File: config.mk
export PLATFORM = sky130hd
export DESIGN_NAME = battery_adc_decode_and_soc_unit
export DESIGN_NICKNAME = d
export VERILOG_FILES = /design/src/sv/bads_pkg.sv /design/src/sv/bads_scale.sv /design/src/sv/bads_seg.sv /design/src/sv/bads_interp.sv /design/src/sv/battery_adc_decode_and_soc_unit.sv
export SDC_FILE = /design/constraint.sdc
export NUM_CORES = 2
export LEC_CHECK = 0
export ABC_CLOCK_PERIOD_IN_PS = 11700
export BUFFER_PORTS_ARGS = -buffer_cell sky130_fd_sc_hd__buf_2
export CAP_MARGIN = 20
export CORE_UTILIZATION = 50
export CTS_CLUSTER_DIAMETER = 60
export DETAILED_ROUTE_END_ITERATION = 8
export PLACE_DENSITY_LB_ADDON = 0.15
export SLEW_MARGIN = 25
export SYNTH_ARGS = -nofsm -noshare
export SYNTH_HDL_FRONTEND = slang
export SYNTH_SLANG_ARGS = --single-unit
File: constraint.sdc
create_clock -name clk -period 11.7 [get_ports clk]
set_input_delay 1.17 -clock clk [delete_from_list [all_inputs] [get_ports clk]]
set_output_delay 1.17 -clock clk [all_outputs]
set_load 0.005 [all_outputs]
File: src/sv/bads_pkg.sv
// ---------------------------------------------------------------------------
// bads_pkg
// Types, scaling constants and the open-circuit-voltage curve.
// ---------------------------------------------------------------------------
package bads_pkg;

  localparam int RAW_W   = 14;
  localparam int MV_W    = 13;
  localparam int MA_W    = 14;
  localparam int PCT_W   = 7;   // curve percent, unsigned
  localparam int SOC_W   = 8;   // result percent, signed
  localparam int CODE_W  = 3;
  localparam int CFG_IDX_W = 2;

  localparam int CURVE_POINTS = 23;
  localparam int SEG_W        = $clog2(CURVE_POINTS);

  // Q0.16 scales and signed Q14.16 offsets, rounding half included
  localparam int PROD_W = 31;
  localparam logic signed [PROD_W-1:0] V_SCALE_Q16 = 31'sd17600;
  localparam logic signed [PROD_W-1:0] I_SCALE_Q16 = 31'sd48889;
  localparam logic signed [PROD_W-1:0] V_OFFSET_Q16 = 31'sd170426368; // 2600*2^16 + 2^15
  localparam logic signed [PROD_W-1:0] ROUND_Q16    = 31'sd32768;
  localparam logic [MV_W-1:0] NO_BATTERY_MV = 13'd4868;

  // Interpolation divide by reciprocal
  localparam int IPROD_W     = MV_W + PCT_W;
  localparam int RECIP_SHIFT = IPROD_W;
  localparam int RECIP_W     = RECIP_SHIFT + 1;

  localparam logic [CODE_W-1:0] STOP_CODE_RST = 3'd4;
  localparam logic [CODE_W-1:0] FULL_CODE_RST = 3'd5;

  localparam logic [CFG_IDX_W-1:0] REG_STOP_CODE = 2'd0;
  localparam logic [CFG_IDX_W-1:0] REG_FULL_CODE = 2'd1;

  localparam logic signed [SOC_W-1:0] SOC_FULL    = 8'sd100;
  localparam logic signed [SOC_W-1:0] SOC_UNKNOWN = -8'sd1;

  localparam logic [MV_W-1:0] CURVE_MV [CURVE_POINTS] = '{
    13'd3000, 13'd3300, 13'd3500, 13'd3610, 13'd3650, 13'd3690, 13'd3710, 13'd3730,
    13'd3750, 13'd3770, 13'd3790, 13'd3800, 13'd3820, 13'd3840, 13'd3850, 13'd3870,
    13'd3910, 13'd3950, 13'd3980, 13'd4020, 13'd4080, 13'd4110, 13'd4200};

  localparam logic [PCT_W-1:0] CURVE_PCT [CURVE_POINTS] = '{
    7'd0,  7'd3,  7'd6,  7'd10, 7'd13, 7'd17, 7'd20, 7'd25,
    7'd30, 7'd35, 7'd40, 7'd45, 7'd50, 7'd55, 7'd60, 7'd65,
    7'd70, 7'd75, 7'd80, 7'd85, 7'd90, 7'd95, 7'd100};

  // floor(2^RECIP_SHIFT / span) of the segment ending at each point
  localparam logic [RECIP_W-1:0] CURVE_RECIP [CURVE_POINTS] = '{
    21'd0,      21'd3495,   21'd5242,   21'd9532,   21'd26214,  21'd26214,
    21'd52428,  21'd52428,  21'd52428,  21'd52428,  21'd52428,  21'd104857,
    21'd52428,  21'd52428,  21'd104857, 21'd52428,  21'd26214,  21'd26214,
    21'd34952,  21'd26214,  21'd17476,  21'd34952,  21'd11650};

  typedef enum logic [2:0] {
    SEL_FULL,
    SEL_UNKNOWN,
    SEL_LOW,
    SEL_HIGH,
    SEL_INTERP
  } pct_sel_t;

  typedef struct packed {
    logic [CODE_W-1:0] stop_code;
    logic [CODE_W-1:0] full_code;
  } cfg_t;

  typedef struct packed {
    logic [RAW_W-1:0] raw_voltage;
    logic [RAW_W-1:0] raw_current;
    logic [RAW_W-1:0] raw_open_voltage;
    logic [7:0]       charge_byte;
  } sample_t;

  typedef struct packed {
    logic [MV_W-1:0]        voltage_mv;
    logic signed [MA_W-1:0] current_ma;
    logic [MV_W-1:0]        open_voltage_mv;
    logic [CODE_W-1:0]      charge_state;
    logic                   eoc_flag;
  } meas_t;

  typedef struct packed {
    meas_t meas;
    logic  full_hit;
  } dec_t;

  typedef struct packed {
    meas_t              meas;
    pct_sel_t           sel;
    logic [MV_W-1:0]    diff;
    logic [PCT_W-1:0]   rise;
    logic [MV_W-1:0]    span;
    logic [RECIP_W-1:0] recip;
    logic [PCT_W-1:0]   lo_pct;
  } seg_t;

  typedef struct packed {
    meas_t                   meas;
    logic signed [SOC_W-1:0] percent;
  } res_t;

endpackage

File: src/sv/bads_scale.sv
// ---------------------------------------------------------------------------
// bads_scale
// Two-stage fixed-point decode of the three ADC words and the status byte.
// ---------------------------------------------------------------------------
module bads_scale
  import bads_pkg::*;
(
  input  logic    clk,
  input  logic    rst_n,
  input  cfg_t    cfg,
  input  logic    in_valid,
  output logic    in_ready,
  input  sample_t in_data,
  output logic    out_valid,
  input  logic    out_ready,
  output dec_t    out_data
);

  typedef struct packed {
    logic signed [PROD_W-1:0] pv;
    logic signed [PROD_W-1:0] pi;
    logic signed [PROD_W-1:0] po;
    logic [CODE_W-1:0]        state;
    logic                     done;
    logic                     full_hit;
  } prod_t;

  logic  s1_v_r, s2_v_r;
  logic  s1_rdy, s2_rdy;
  prod_t s1_r, s1_nxt;
  dec_t  s2_r, s2_nxt;

  logic signed [PROD_W-1:0] sum_v, sum_i, sum_o;
  logic [MV_W-1:0]          mv_v, mv_o;

  assign s2_rdy   = !s2_v_r || out_ready;
  assign s1_rdy   = !s1_v_r || s2_rdy;
  assign in_ready = s1_rdy;

  // Stage 1: sign-extend and multiply by the Q0.16 scale
  always_comb begin
    s1_nxt.pv = PROD_W'($signed(in_data.raw_voltage)) * V_SCALE_Q16;
    s1_nxt.pi = PROD_W'($signed(in_data.raw_current)) * I_SCALE_Q16;
    s1_nxt.po = PROD_W'($signed(in_data.raw_open_voltage)) * V_SCALE_Q16;
    s1_nxt.state = in_data.charge_byte[7:5];
    s1_nxt.done  = in_data.charge_byte[3];
    s1_nxt.full_hit = (in_data.charge_byte[7:5] == cfg.stop_code) ||
                      (in_data.charge_byte[7:5] == cfg.full_code);
  end

  // Stage 2: add offset and half, drop the fraction, map the no-battery code
  always_comb begin
    sum_v = s1_r.pv + V_OFFSET_Q16;
    sum_o = s1_r.po + V_OFFSET_Q16;
    sum_i = s1_r.pi + ROUND_Q16;
    mv_v  = sum_v[16 +: MV_W];
    mv_o  = sum_o[16 +: MV_W];
    s2_nxt.meas.voltage_mv      = (mv_v == NO_BATTERY_MV) ? '0 : mv_v;
    s2_nxt.meas.open_voltage_mv = (mv_o == NO_BATTERY_MV) ? '0 : mv_o;
    s2_nxt.meas.current_ma      = sum_i[16 +: MA_W];
    s2_nxt.meas.charge_state    = s1_r.state;
    s2_nxt.meas.eoc_flag        = s1_r.done;
    s2_nxt.full_hit             = s1_r.full_hit;
  end

  always_ff @(posedge clk) begin
    if (!rst_n) begin
      s1_v_r <= 1'b0;
      s2_v_r <= 1'b0;
    end else begin
      if (s1_rdy) s1_v_r <= in_valid;
      if (s2_rdy) s2_v_r <= s1_v_r;
    end
  end

  always_ff @(posedge clk) begin
    if (s1_rdy && in_valid) s1_r <= s1_nxt;
    if (s2_rdy && s1_v_r)   s2_r <= s2_nxt;
  end

  assign out_valid = s2_v_r;
  assign out_data  = s2_r;

endmodule

File: src/sv/bads_seg.sv
// ---------------------------------------------------------------------------
// bads_seg
// Two-stage curve segment search and segment constant fetch.
// ---------------------------------------------------------------------------
module bads_seg
  import bads_pkg::*;
(
  input  logic clk,
  input  logic rst_n,
  input  logic in_valid,
  output logic in_ready,
  input  dec_t in_data,
  output logic out_valid,
  input  logic out_ready,
  output seg_t out_data
);

  typedef struct packed {
    meas_t            meas;
    pct_sel_t         sel;
    logic [SEG_W-1:0] idx;
  } find_t;

  logic  s3_v_r, s4_v_r;
  logic  s3_rdy, s4_rdy;
  find_t s3_r, s3_nxt;
  seg_t  s4_r, s4_nxt;

  logic [MV_W-1:0]  ocv;
  logic [SEG_W-1:0] lo_idx;

  assign s4_rdy   = !s4_v_r || out_ready;
  assign s3_rdy   = !s3_v_r || s4_rdy;
  assign in_ready = s3_rdy;

  assign ocv = in_data.meas.open_voltage_mv;

  // Stage 3: classify and find the first point at or above the voltage
  always_comb begin
    s3_nxt.meas = in_data.meas;
    if (in_data.full_hit)                       s3_nxt.sel = SEL_FULL;
    else if (ocv == '0)                         s3_nxt.sel = SEL_UNKNOWN;
    else if (ocv <= CURVE_MV[0])                s3_nxt.sel = SEL_LOW;
    else if (ocv >= CURVE_MV[CURVE_POINTS-1])   s3_nxt.sel = SEL_HIGH;
    else                                        s3_nxt.sel = SEL_INTERP;
    s3_nxt.idx = SEG_W'(CURVE_POINTS - 1);
    for (int i = CURVE_POINTS - 1; i >= 1; i--) begin
      if (ocv <= CURVE_MV[i]) s3_nxt.idx = SEG_W'(i);
    end
  end

  // Stage 4: fetch the segment ends and take the offset into the segment
  assign lo_idx = s3_r.idx - SEG_W'(1);

  always_comb begin
    s4_nxt.meas   = s3_r.meas;
    s4_nxt.sel    = s3_r.sel;
    s4_nxt.diff   = s3_r.meas.open_voltage_mv - CURVE_MV[lo_idx];
    s4_nxt.span   = CURVE_MV[s3_r.idx] - CURVE_MV[lo_idx];
    s4_nxt.rise   = (CURVE_PCT[s3_r.idx] >= CURVE_PCT[lo_idx]) ?
                    (CURVE_PCT[s3_r.idx] - CURVE_PCT[lo_idx]) : '0;
    s4_nxt.recip  = CURVE_RECIP[s3_r.idx];
    s4_nxt.lo_pct = CURVE_PCT[lo_idx];
  end

  always_ff @(posedge clk) begin
    if (!rst_n) begin
      s3_v_r <= 1'b0;
      s4_v_r <= 1'b0;
    end else begin
      if (s3_rdy) s3_v_r <= in_valid;
      if (s4_rdy) s4_v_r <= s3_v_r;
    end
  end

  always_ff @(posedge clk) begin
    if (s3_rdy && in_valid) s3_r <= s3_nxt;
    if (s4_rdy && s3_v_r)   s4_r <= s4_nxt;
  end

  assign out_valid = s4_v_r;
  assign out_data  = s4_r;

endmodule

File: src/sv/bads_interp.sv
// ---------------------------------------------------------------------------
// bads_interp
// Four-stage interpolation: product, reciprocal divide, remainder fix, select.
// ---------------------------------------------------------------------------
module bads_interp
  import bads_pkg::*;
(
  input  logic clk,
  input  logic rst_n,
  input  logic in_valid,
  output logic in_ready,
  input  seg_t in_data,
  output logic out_valid,
  input  logic out_ready,
  output res_t out_data
);

  typedef struct packed {
    meas_t              meas;
    pct_sel_t           sel;
    logic [PCT_W-1:0]   lo_pct;
    logic [MV_W-1:0]    span;
    logic [RECIP_W-1:0] recip;
    logic [IPROD_W-1:0] prod;
  } mul_t;

  typedef struct packed {
    meas_t              meas;
    pct_sel_t           sel;
    logic [PCT_W-1:0]   lo_pct;
    logic [MV_W-1:0]    span;
    logic [IPROD_W-1:0] prod;
    logic [PCT_W-1:0]   quot;
  } est_t;

  typedef struct packed {
    meas_t              meas;
    pct_sel_t           sel;
    logic [PCT_W-1:0]   lo_pct;
    logic [MV_W-1:0]    span;
    logic [IPROD_W-1:0] prod;
    logic [PCT_W-1:0]   quot;
    logic [IPROD_W-1:0] back;
  } chk_t;

  localparam int EST_W = IPROD_W + RECIP_W;

  logic s5_v_r, s6_v_r, s7_v_r, s8_v_r;
  logic s5_rdy, s6_rdy, s7_rdy, s8_rdy;
  mul_t s5_r, s5_nxt;
  est_t s6_r, s6_nxt;
  chk_t s7_r, s7_nxt;
  res_t s8_r, s8_nxt;

  logic [EST_W-1:0]   est;
  logic [IPROD_W-1:0] rem;
  logic               bump;
  logic [PCT_W-1:0]   interp_pct;

  assign s8_rdy   = !s8_v_r || out_ready;
  assign s7_rdy   = !s7_v_r || s8_rdy;
  assign s6_rdy   = !s6_v_r || s7_rdy;
  assign s5_rdy   = !s5_v_r || s6_rdy;
  assign in_ready = s5_rdy;

  // Stage 5: offset times rise
  always_comb begin
    s5_nxt.meas   = in_data.meas;
    s5_nxt.sel    = in_data.sel;
    s5_nxt.lo_pct = in_data.lo_pct;
    s5_nxt.span   = in_data.span;
    s5_nxt.recip  = in_data.recip;
    s5_nxt.prod   = IPROD_W'(in_data.diff) * IPROD_W'(in_data.rise);
  end

  // Stage 6: quotient estimate, low by at most one
  assign est = EST_W'(s5_r.prod) * EST_W'(s5_r.recip);

  always_comb begin
    s6_nxt.meas   = s5_r.meas;
    s6_nxt.sel    = s5_r.sel;
    s6_nxt.lo_pct = s5_r.lo_pct;
    s6_nxt.span   = s5_r.span;
    s6_nxt.prod   = s5_r.prod;
    s6_nxt.quot   = est[RECIP_SHIFT +: PCT_W];
  end

  // Stage 7: multiply the estimate back by the span
  always_comb begin
    s7_nxt.meas   = s6_r.meas;
    s7_nxt.sel    = s6_r.sel;
    s7_nxt.lo_pct = s6_r.lo_pct;
    s7_nxt.span   = s6_r.span;
    s7_nxt.prod   = s6_r.prod;
    s7_nxt.quot   = s6_r.quot;
    s7_nxt.back   = IPROD_W'(s6_r.quot) * IPROD_W'(s6_r.span);
  end

  // Stage 8: bump the estimate when a whole span is left, then pick the result
  assign rem        = s7_r.prod - s7_r.back;
  assign bump       = (s7_r.span != '0) && (rem >= IPROD_W'(s7_r.span));
  assign interp_pct = s7_r.lo_pct + s7_r.quot + PCT_W'(bump);

  always_comb begin
    s8_nxt.meas = s7_r.meas;
    case (s7_r.sel)
      SEL_FULL:    s8_nxt.percent = SOC_FULL;
      SEL_UNKNOWN: s8_nxt.percent = SOC_UNKNOWN;
      SEL_LOW:     s8_nxt.percent = SOC_W'(CURVE_PCT[0]);
      SEL_HIGH:    s8_nxt.percent = SOC_W'(CURVE_PCT[CURVE_POINTS-1]);
      SEL_INTERP:  s8_nxt.percent = SOC_W'(interp_pct);
      default:     s8_nxt.percent = SOC_UNKNOWN;
    endcase
  end

  always_ff @(posedge clk) begin
    if (!rst_n) begin
      s5_v_r <= 1'b0;
      s6_v_r <= 1'b0;
      s7_v_r <= 1'b0;
      s8_v_r <= 1'b0;
    end else begin
      if (s5_rdy) s5_v_r <= in_valid;
      if (s6_rdy) s6_v_r <= s5_v_r;
      if (s7_rdy) s7_v_r <= s6_v_r;
      if (s8_rdy) s8_v_r <= s7_v_r;
    end
  end

  always_ff @(posedge clk) begin
    if (s5_rdy && in_valid) s5_r <= s5_nxt;
    if (s6_rdy && s5_v_r)   s6_r <= s6_nxt;
    if (s7_rdy && s6_v_r)   s7_r <= s7_nxt;
    if (s8_rdy && s7_v_r)   s8_r <= s8_nxt;
  end

  assign out_valid = s8_v_r;
  assign out_data  = s8_r;

endmodule

File: src/sv/battery_adc_decode_and_soc_unit.sv
// ---------------------------------------------------------------------------
// battery_adc_decode_and_soc_unit
// Battery gauge sample decoder with open-circuit-voltage state of charge.
// ---------------------------------------------------------------------------
//  Channel | Direction | Handshake            | Payload
//  in_     | input     | in_tvalid/in_tready  | in_tdata: three ADC words, status byte
//  out_    | output    | out_tvalid/out_tready| out_tdata: mV, mA, OCV mV, %, status
//  cfg_    | input     | cfg_valid/cfg_ready  | cfg_index, cfg_data
//
//  Throughput: one sample set per cycle while out_tready does not stall. An
//  accepted input transaction reaches out_tdata through the eight register
//  stages (scale multiply, offset/round, segment search, segment fetch,
//  rise product, reciprocal multiply, back multiply, correct and select).
//  Reset (rst_n low, synchronous) clears every stage valid and loads the
//  default stop and full codes. A stall on out_tready fills empty stages
//  first; in_tready drops only once every stage holds a transaction.
// ---------------------------------------------------------------------------
module battery_adc_decode_and_soc_unit
  import bads_pkg::*;
(
  input  logic                 clk,
  input  logic                 rst_n,
  // [13:0] raw_voltage, [27:14] raw_current, [41:28] raw_open_voltage,
  // [49:42] charge_byte, [55:50] zero
  input  logic                 in_tvalid,
  output logic                 in_tready,
  input  logic [55:0]          in_tdata,
  // [12:0] voltage_mv, [26:13] current_ma, [39:27] open_voltage_mv,
  // [47:40] percent, [50:48] charge_state, [51] eoc_flag, [55:52] zero
  output logic                 out_tvalid,
  input  logic                 out_tready,
  output logic [55:0]          out_tdata,
  input  logic                 cfg_valid,
  output logic                 cfg_ready,
  input  logic [CFG_IDX_W-1:0] cfg_index,
  input  logic [CODE_W-1:0]    cfg_data
);

  cfg_t    cfg_r, cfg_nxt;
  sample_t sample;
  dec_t    dec_data;
  seg_t    seg_data;
  res_t    res_data;
  logic    dec_valid, dec_ready;
  logic    seg_valid, seg_ready;

  // Configuration writes are always taken; an unknown index writes nothing.
  assign cfg_ready = 1'b1;

  always_comb begin
    cfg_nxt = cfg_r;
    if (cfg_valid) begin
      case (cfg_index)
        REG_STOP_CODE: cfg_nxt.stop_code = cfg_data;
        REG_FULL_CODE: cfg_nxt.full_code = cfg_data;
        default:       cfg_nxt = cfg_r;
      endcase
    end
  end

  always_ff @(posedge clk) begin
    if (!rst_n) begin
      cfg_r.stop_code <= STOP_CODE_RST;
      cfg_r.full_code <= FULL_CODE_RST;
    end else begin
      cfg_r <= cfg_nxt;
    end
  end

  // Unpack the input transaction, first field in the low bits.
  assign sample.raw_voltage      = in_tdata[13:0];
  assign sample.raw_current      = in_tdata[27:14];
  assign sample.raw_open_voltage = in_tdata[41:28];
  assign sample.charge_byte      = in_tdata[49:42];

  // Scale the three ADC words and decode the status byte.
  bads_scale u_scale (
    .clk       (clk),
    .rst_n     (rst_n),
    .cfg       (cfg_r),
    .in_valid  (in_tvalid),
    .in_ready  (in_tready),
    .in_data   (sample),
    .out_valid (dec_valid),
    .out_ready (dec_ready),
    .out_data  (dec_data)
  );

  // Locate the curve segment for the open-circuit voltage.
  bads_seg u_seg (
    .clk       (clk),
    .rst_n     (rst_n),
    .in_valid  (dec_valid),
    .in_ready  (dec_ready),
    .in_data   (dec_data),
    .out_valid (seg_valid),
    .out_ready (seg_ready),
    .out_data  (seg_data)
  );

  // Interpolate and pick the percent; its last stage is the output register.
  bads_interp u_interp (
    .clk       (clk),
    .rst_n     (rst_n),
    .in_valid  (seg_valid),
    .in_ready  (seg_ready),
    .in_data   (seg_data),
    .out_valid (out_tvalid),
    .out_ready (out_tready),
    .out_data  (res_data)
  );

  // Pack the result transaction.
  assign out_tdata = {4'b0000,
                      res_data.meas.eoc_flag,
                      res_data.meas.charge_state,
                      res_data.percent,
                      res_data.meas.open_voltage_mv,
                      res_data.meas.current_ma,
                      res_data.meas.voltage_mv};

endmodule

### Word-level counts from Yosys, hierarchy flattened

Memory sizes are Yosys's and may differ from the RTL's. A register that Yosys moved wholly into a read port is not among the register bits.
Index checks and enable logic that the tools add are counted.

* memory bits (read-only): 1952
* bits in registers: 647
* input bits: 66
* memories: 5
* output and inout bits: 59

* multiply operators: 6
* reductions and logical operators: 38
* eq/ne operators: 8
* muxes and demuxes: 32
* add/subtract/negate cells: 10
* bitwise operators: 2
* magnitude comparators: 27

Memories
* (no name shown): depth 32, bits a word 21, read ports 1, clocked after memory_dff 1, write ports 0, RTL line bads_seg.sv:62 `s4_nxt.recip = CURVE_RECIP[s3_r.idx];`
* (no name shown): depth 32, bits a word 13, read ports 1, clocked after memory_dff 0, write ports 0, RTL line bads_seg.sv:58 `s4_nxt.diff = s3_r.meas.open_voltage_mv - CURVE_MV[lo_idx];`
* (no name shown): depth 32, bits a word 13, read ports 1, clocked after memory_dff 0, write ports 0, RTL line bads_seg.sv:59 `s4_nxt.span = CURVE_MV[s3_r.idx] - CURVE_MV[lo_idx];`
* (no name shown): depth 32, bits a word 7, read ports 1, clocked after memory_dff 0, write ports 0, RTL line bads_seg.sv:60 `s4_nxt.rise = (CURVE_PCT[s3_r.idx] >= CURVE_PCT[lo_idx]) ?`
* (no name shown): depth 32, bits a word 7, read ports 1, clocked after memory_dff 0, write ports 0, RTL line bads_seg.sv:60

Operator list (count)
* $le A13 B12 Y1 const B: 21
* $add A29 B29 Y29 const B: 2
* $mux W13: 4
* $mul A14 B10 Y23 const B: 2
* $mux W4: 8
* $add A30 B17 Y30 const B: 1
* $mul A14 B17 Y30 const B: 1
* $mux W7: 4
* $mul A20 B21 Y27: 1
* $mux W3: 9
* $eq A13 B13 Y1 const B: 2
* $sub A13 B13 Y13: 2
* $pmux W8 S3: 1
* $ge A20 B13 Y1: 1
* $mul A13 B7 Y20: 1
* $mul A7 B13 Y20: 1
* $sub A20 B20 Y20: 1
* $reduce_or A15 Y1: 1
* $ge A13 B13 Y1 const B: 1
* $le A13 B13 Y1 const B: 1
* $logic_not A13 Y1: 1
* $reduce_bool A13 Y1: 1
* $ge A6 B6 Y1 const B: 2
* $not A5 Y6: 2
* other kinds (20): 52

### Longest topological paths before layout

* depth in word-level cells: 21
* depth in mapped cells: 26

### Hierarchy

A second synthesis with hierarchy kept.

* cells, all modules: 4268
* area, all modules: 48313.8 um^2

Modules (own cells, without submodules)
* bads_interp: instances 1, area each 27659.0 um^2, cells an instance 2319
* bads_scale: instances 1, area each 12080.3 um^2, cells an instance 1166
* bads_seg: instances 1, area each 8274.2 um^2, cells an instance 751
* battery_adc_decode_and_soc_unit: instances 1, area each 300.3 um^2, cells an instance 32

### Worst setup path before layout

OpenSTA, ideal clock, no wires.

* kind: input to register
* from: input port out_tready
* to: register u_interp.s7_r[100] (netlist bit) (enable)
* path slack: 1.594 ns
* buffers on the path: 0
* arrival time: 9.352 ns
* cell stages on the path: 2
* cells stage by stage: nor2b_1 > a21boi_0

* cells in the longest elaborated chain, start to end: 3

Ends and longest elaborated chain
* start: declaration: RTL line battery_adc_decode_and_soc_unit.sv:31 `input logic out_tready,`
* $logic_or A1 B1 Y1: RTL line bads_interp.sv:60 `assign s8_rdy = !s8_v_r || out_ready;`
* $logic_or A1 B1 Y1: RTL line bads_interp.sv:61 `assign s7_rdy = !s7_v_r || s8_rdy;`
* $logic_and A1 B1 Y1: RTL line bads_interp.sv:133 `if (s7_rdy && s6_v_r) s7_r <= s7_nxt;`
* end signal: assignment: RTL line bads_interp.sv:133
* end: declaration: RTL line bads_interp.sv:52 `chk_t s7_r, s7_nxt;`

No other way between the ends.
A chain may end at the register's enable or synchronous reset.

### Final worst setup path

* from: register u_interp.s5_r[31] (netlist bit)
* to: register u_interp.s6_r[6] (netlist bit), data pin

* cells in the longest elaborated chain, start to end: 1

Ends and longest elaborated chain
* start: declaration: RTL line bads_interp.sv:50 `mul_t s5_r, s5_nxt;`
* start signal: assignment: RTL line bads_interp.sv:131 `if (s5_rdy && in_valid) s5_r <= s5_nxt;`
* $mul A20 B21 Y27: RTL line bads_interp.sv:77 `assign est = EST_W'(s5_r.prod) * EST_W'(s5_r.recip);`
* net u_interp.est[26]: RTL line bads_interp.sv:55 `logic [EST_W-1:0] est;`
* end signal: assignment: RTL line bads_interp.sv:132 `if (s6_rdy && s5_v_r) s6_r <= s6_nxt;`
* end: declaration: RTL line bads_interp.sv:51 `est_t s6_r, s6_nxt;`

The timed path passes the listed nets, and every way through them passes these cells.

==> flow_summary.json <==
{
  "grt_pass1_vias": 29320,
  "gp_congestion": 0.8708,
  "rsz0062_at_grt": "false",
  "io_buffers": 109,
  "start_util_pct": 50.77,
  "final.setup.tns_ps": 0,
  "cts_buffers": 61,
  "cp-end-kind": "register",
  "async_reset_ff_share_pct": 0,
  "pwr_density_cell_nw_per_um2": 183.2,
  "finalNetCount": 5217,
  "clk_latency_ps": 640,
  "fin_ws_ps": 4524,
  "p_int_w": 0.005886,
  "htree_levels": 2,
  "finalCritPeriodShare_pct": 61.33,
  "p_leak_nw": 22.43,
  "synth_edf_count": 605,
  "cts_resized": 0,
  "worstSetupStartpointType": "register",
  "wirelength_mm": 89.36,
  "setup_viol": 0,
  "overflow": 0,
  "fin_worst_skew_ps": 36.96,
  "swShare_pct": 36.59,
  "drc_errors": 0,
  "pwr-share-clk_pct": 20.0,
  "timing.rr.end": "u_interp.s6_r[6]$_DFFE_PP_",
  "p_switching_w": 0.003397,
  "clock_path_buffers": 3,
  "postSynthCellCount": 4127,
  "slew_violations": 0,
  "hold_path.class": "register to register",
  "fmax_mhz": 139.4,
  "slowest_delay_ps": 830,
  "worstPathArrival_ps": 7540,
  "worst_pin_slew_ps": 1030,
  "n_fill_cell": 8010,
  "via_count": 28320,
  "die_area_sq_um": 94720,
  "p_comb_share_pct": 47.3,
  "cts_tree": "done",
  "grt_max_degree": 77,
  "max_slew_margin_pct": 31.35,
  "numPlacedInstances": 5404,
  "cpMaxStageDelayCell": "edfxtp_1",
  "hold_viol": 0,
  "antenna_found_initial": 0,
  "crit_type": "register to register",
  "clock-sinks": 619,
  "maxCapViolations": 0,
  "drt-pass1-iter-count": 6,
  "pre_cts_ws_ps": 4538,
  "dpl.hpwl_mm": 68.65,
  "fin_area_sq_um": 50660,
  "num_rows": 111,
  "ant_nets": 0,
  "wl_per_cell_microns": 16.21,
  "r2r_setup_slack_ps": 4520,
  "ys.flop_type": "edfxtp_1",
  "synth-seq-cells": 619,
  "cts_root_buf": "clkbuf_16",
  "fin_crit_ps": 7176,
  "grt_use_total_pct": 19.54,
  "first_iter_violations": 1595,
  "synth_area_sq_um": 46750,
  "crit_chain": "and2_1 -> inv_1 -> fa_1 -> inv_1 -> fa_1 -> inv_1 -> fa_1 -> inv_1 -> fa_1 -> fa_1 -> fa_1 -> inv_1 -> fa_1 -> inv_1 -> ha_1 -> a21o_1 -> a21o_1 -> a21oi_1 -> o21ai_0 -> a31o_2 -> a21oi_2 -> o21ai_2 -> o41ai_2 -> xnor2_1",
  "die_width_microns": 307.8,
  "ir_drop_mv": 0.2002,
  "antennaDiodeCount": 0,
  "synth_warnings": 0,
  "areaGrowthSynthToFinish_pct": 8.369,
  "ys_types": 84,
  "ys_seq_area_share_pct": 39.46,
  "synth_area_per_cell_sq_um": 11.33,
  "clkTransAtPathRegs_ps": 60,
  "drive_above_1_share_pct": 6.019,
  "die_y_microns": 307.8,
  "cp_max_fo": 20,
  "crit_path_frequent_cell": "fa_1",
  "cp.required_ps": 12070,
  "crit_path_end": "u_interp.s6_r[6]$_DFFE_PP_",
  "grt_pass1_wl_mm": 148.2,
  "crit_path_start": "u_interp.s5_r[31]$_DFFE_PP_",
  "ios": 125,
  "fp.coreArea_sq_um": 92080,
  "power_frac_seq_pct": 32.7,
  "hold_buffers": 0,
  "vias_per_cell": 5.137,
  "finalNonFillerCells": 5513,
  "reg2reg_depth": 24,
  "status": "finished clean",
  "cts_setup_buffers": 0,
  "r2r-start": "u_interp.s5_r[31]$_DFFE_PP_",
  "dpl_cell_area_sq_um": 48730
}
-- worst min-delay path by stage --
stage | startpoint | to | slack [ps] | depth (start not counted)
floorplan | u_interp.s7_r[72]$_DFFE_PP_ | u_interp.out_data[10]$_DFFE_PP_ | 400 | 0
global placement | u_seg.out_data[101]$_DFFE_PP_ | u_interp.s5_r[101]$_DFFE_PP_ | 400 | 0
detailed placement | u_seg.out_data[102]$_DFFE_PP_ | u_interp.s5_r[102]$_DFFE_PP_ | 400 | 0
CTS | u_interp.s5_r[53]$_DFFE_PP_ | u_interp.s6_r[39]$_DFFE_PP_ | 410 | 0
global route | u_seg.out_data[18]$_DFFE_PP_ | u_interp.s5_r[31]$_DFFE_PP_ | 420 | 0
finish | u_interp.s5_r[74]$_DFFE_PP_ | u_interp.s6_r[60]$_DFFE_PP_ | 410 | 0
-- cells in the mapped netlist (40+ instances only) --
library cell | instances | share of area (%)
xor2_1 | 62 | 1.2
clkbuf_1 | 91 | 0.73
xnor2_1 | 132 | 2.5
nand2_1 | 374 | 3.0
fa_1 | 459 | 20
nand3_1 | 51 | 0.55
inv_1 | 796 | 6.4
nor2_1 | 140 | 1.1
nor2b_1 | 40 | 0.54
edfxtp_1 | 605 | 39
and2_1 | 216 | 2.9
o21ai_0 | 110 | 1.2
ha_1 | 468 | 13
a21oi_1 | 131 | 1.4
-- critical path: cells and delay by family, from the launching register on --
kind                     cells  cell delay (ps)
AND/OR/NAND/NOR              1              290
buffers and inverters        6              370
XOR/XNOR                     1               90
flip-flops                   1              830
AO/OA/AOI/OAI                8             1590
adder cells (fa/ha/maj)      8             3740
-- sequential cells by signal (all words and copies together) (netlist names), 6 cells and up --
register and flops:
cfg_r 6, u_scale.out_data 45, u_seg.out_data 101, u_seg.s3_r 52
u_interp.s5_r 102, u_interp.s6_r 93, u_interp.s7_r 112, u_interp.out_data 52
u_scale.s1_r 48
-- metrics by stage --
step | util (%) | hold WS (ps) | power (W)
floorplan | - | 400.3 | 0.006545
global placement | 52.90 | 400.3 | 0.007443
detailed placement | 52.92 | 404.5 | 0.007513
CTS | 55.02 | 413.9 | 0.009426
global route | 55.02 | 418.2 | 0.01016
finish | 55.02 | 411.3 | 0.009282
-- per-layer routing --
| metal | part of all wire (%) | global-route usage [%] | vias up |
|---|---|---|---|
| met5 | 0 | 0 | - |
| met4 | 2.2 | 5.172 | 0 |
| met3 | 3.7 | 2.429 | 129 |
| met2 | 51 | 34.92 | 459 |
| met1 | 43 | 24.96 | 13970 |
| li1 | - | - | 13760 |
-- final cells by class --
class	instances	area, sq um	share of cell area, %
Tap cell	1243	1555	3.070
Timing Repair Buffer	138	775.7	1.531
Inverter	799	2999	5.920
Multi-Input combinational cell	2605	24950	49.26
Sequential cell	619	18450	36.41
Clock inverter	37	339.1	0.6693
Clock buffer	72	1589	3.137
-- power by group through the flow --
stage	clock (W)	combinational [W]	sequential [W]
2_1_floorplan	0	0.00355	0.00300
3_3_place_gp	0	0.00437	0.00308
3_5_place_dp	0	0.00443	0.00308
4_1_cts	0.00192	0.00447	0.00303
5_1_grt	0.00200	0.00511	0.00306
6_report	0.00186	0.00439	0.00304
-- logic make-up after synthesis --
group	count (synthesis)	synth area share [%]
AOI/OAI and AO/OA	481	6.723
DFF	619	39.46
buffers and inverters	906	7.328
and+or+nand+nor	976	10.18
xor gates and xnor gates	194	3.635
other	2	0.01607
muxes	22	0.4737
adders and majority gates	927	32.18
-- layout by cell type, fill, tap and decap left out, types with 7 or more instances in the layout --
cell type	synthesis	layout
a211oi_1	17	17
a21boi_0	17	15
a21o_1	35	35
a21oi_1	131	131
a31oi_1	17	16
a41oi_1	10	10
and2_1	216	215
and3_1	17	17
buf_2	5	109
buf_4	5	28
clkbuf_1	91	10
clkbuf_16	0	62
clkinv_1	3	19
clkinv_2	0	7
dfxtp_1	14	14
edfxtp_1	605	605
fa_1	459	459
ha_1	468	468
inv_1	796	796
mux2i_1	21	21
nand2_1	374	374
nand2b_1	24	24
nand3_1	51	51
nand4_1	14	14
nor2_1	140	140
nor2b_1	40	36
nor3_1	39	39
nor3b_1	8	8
nor4_1	12	12
o211ai_1	12	12
o21a_1	29	29
o21ai_0	110	110
o21bai_1	13	13
o22ai_1	9	9
or2_2	9	9
or3_1	14	14
xnor2_1	132	132
xor2_1	62	62
No activity file was read; power rests on OpenSTA's default activity.
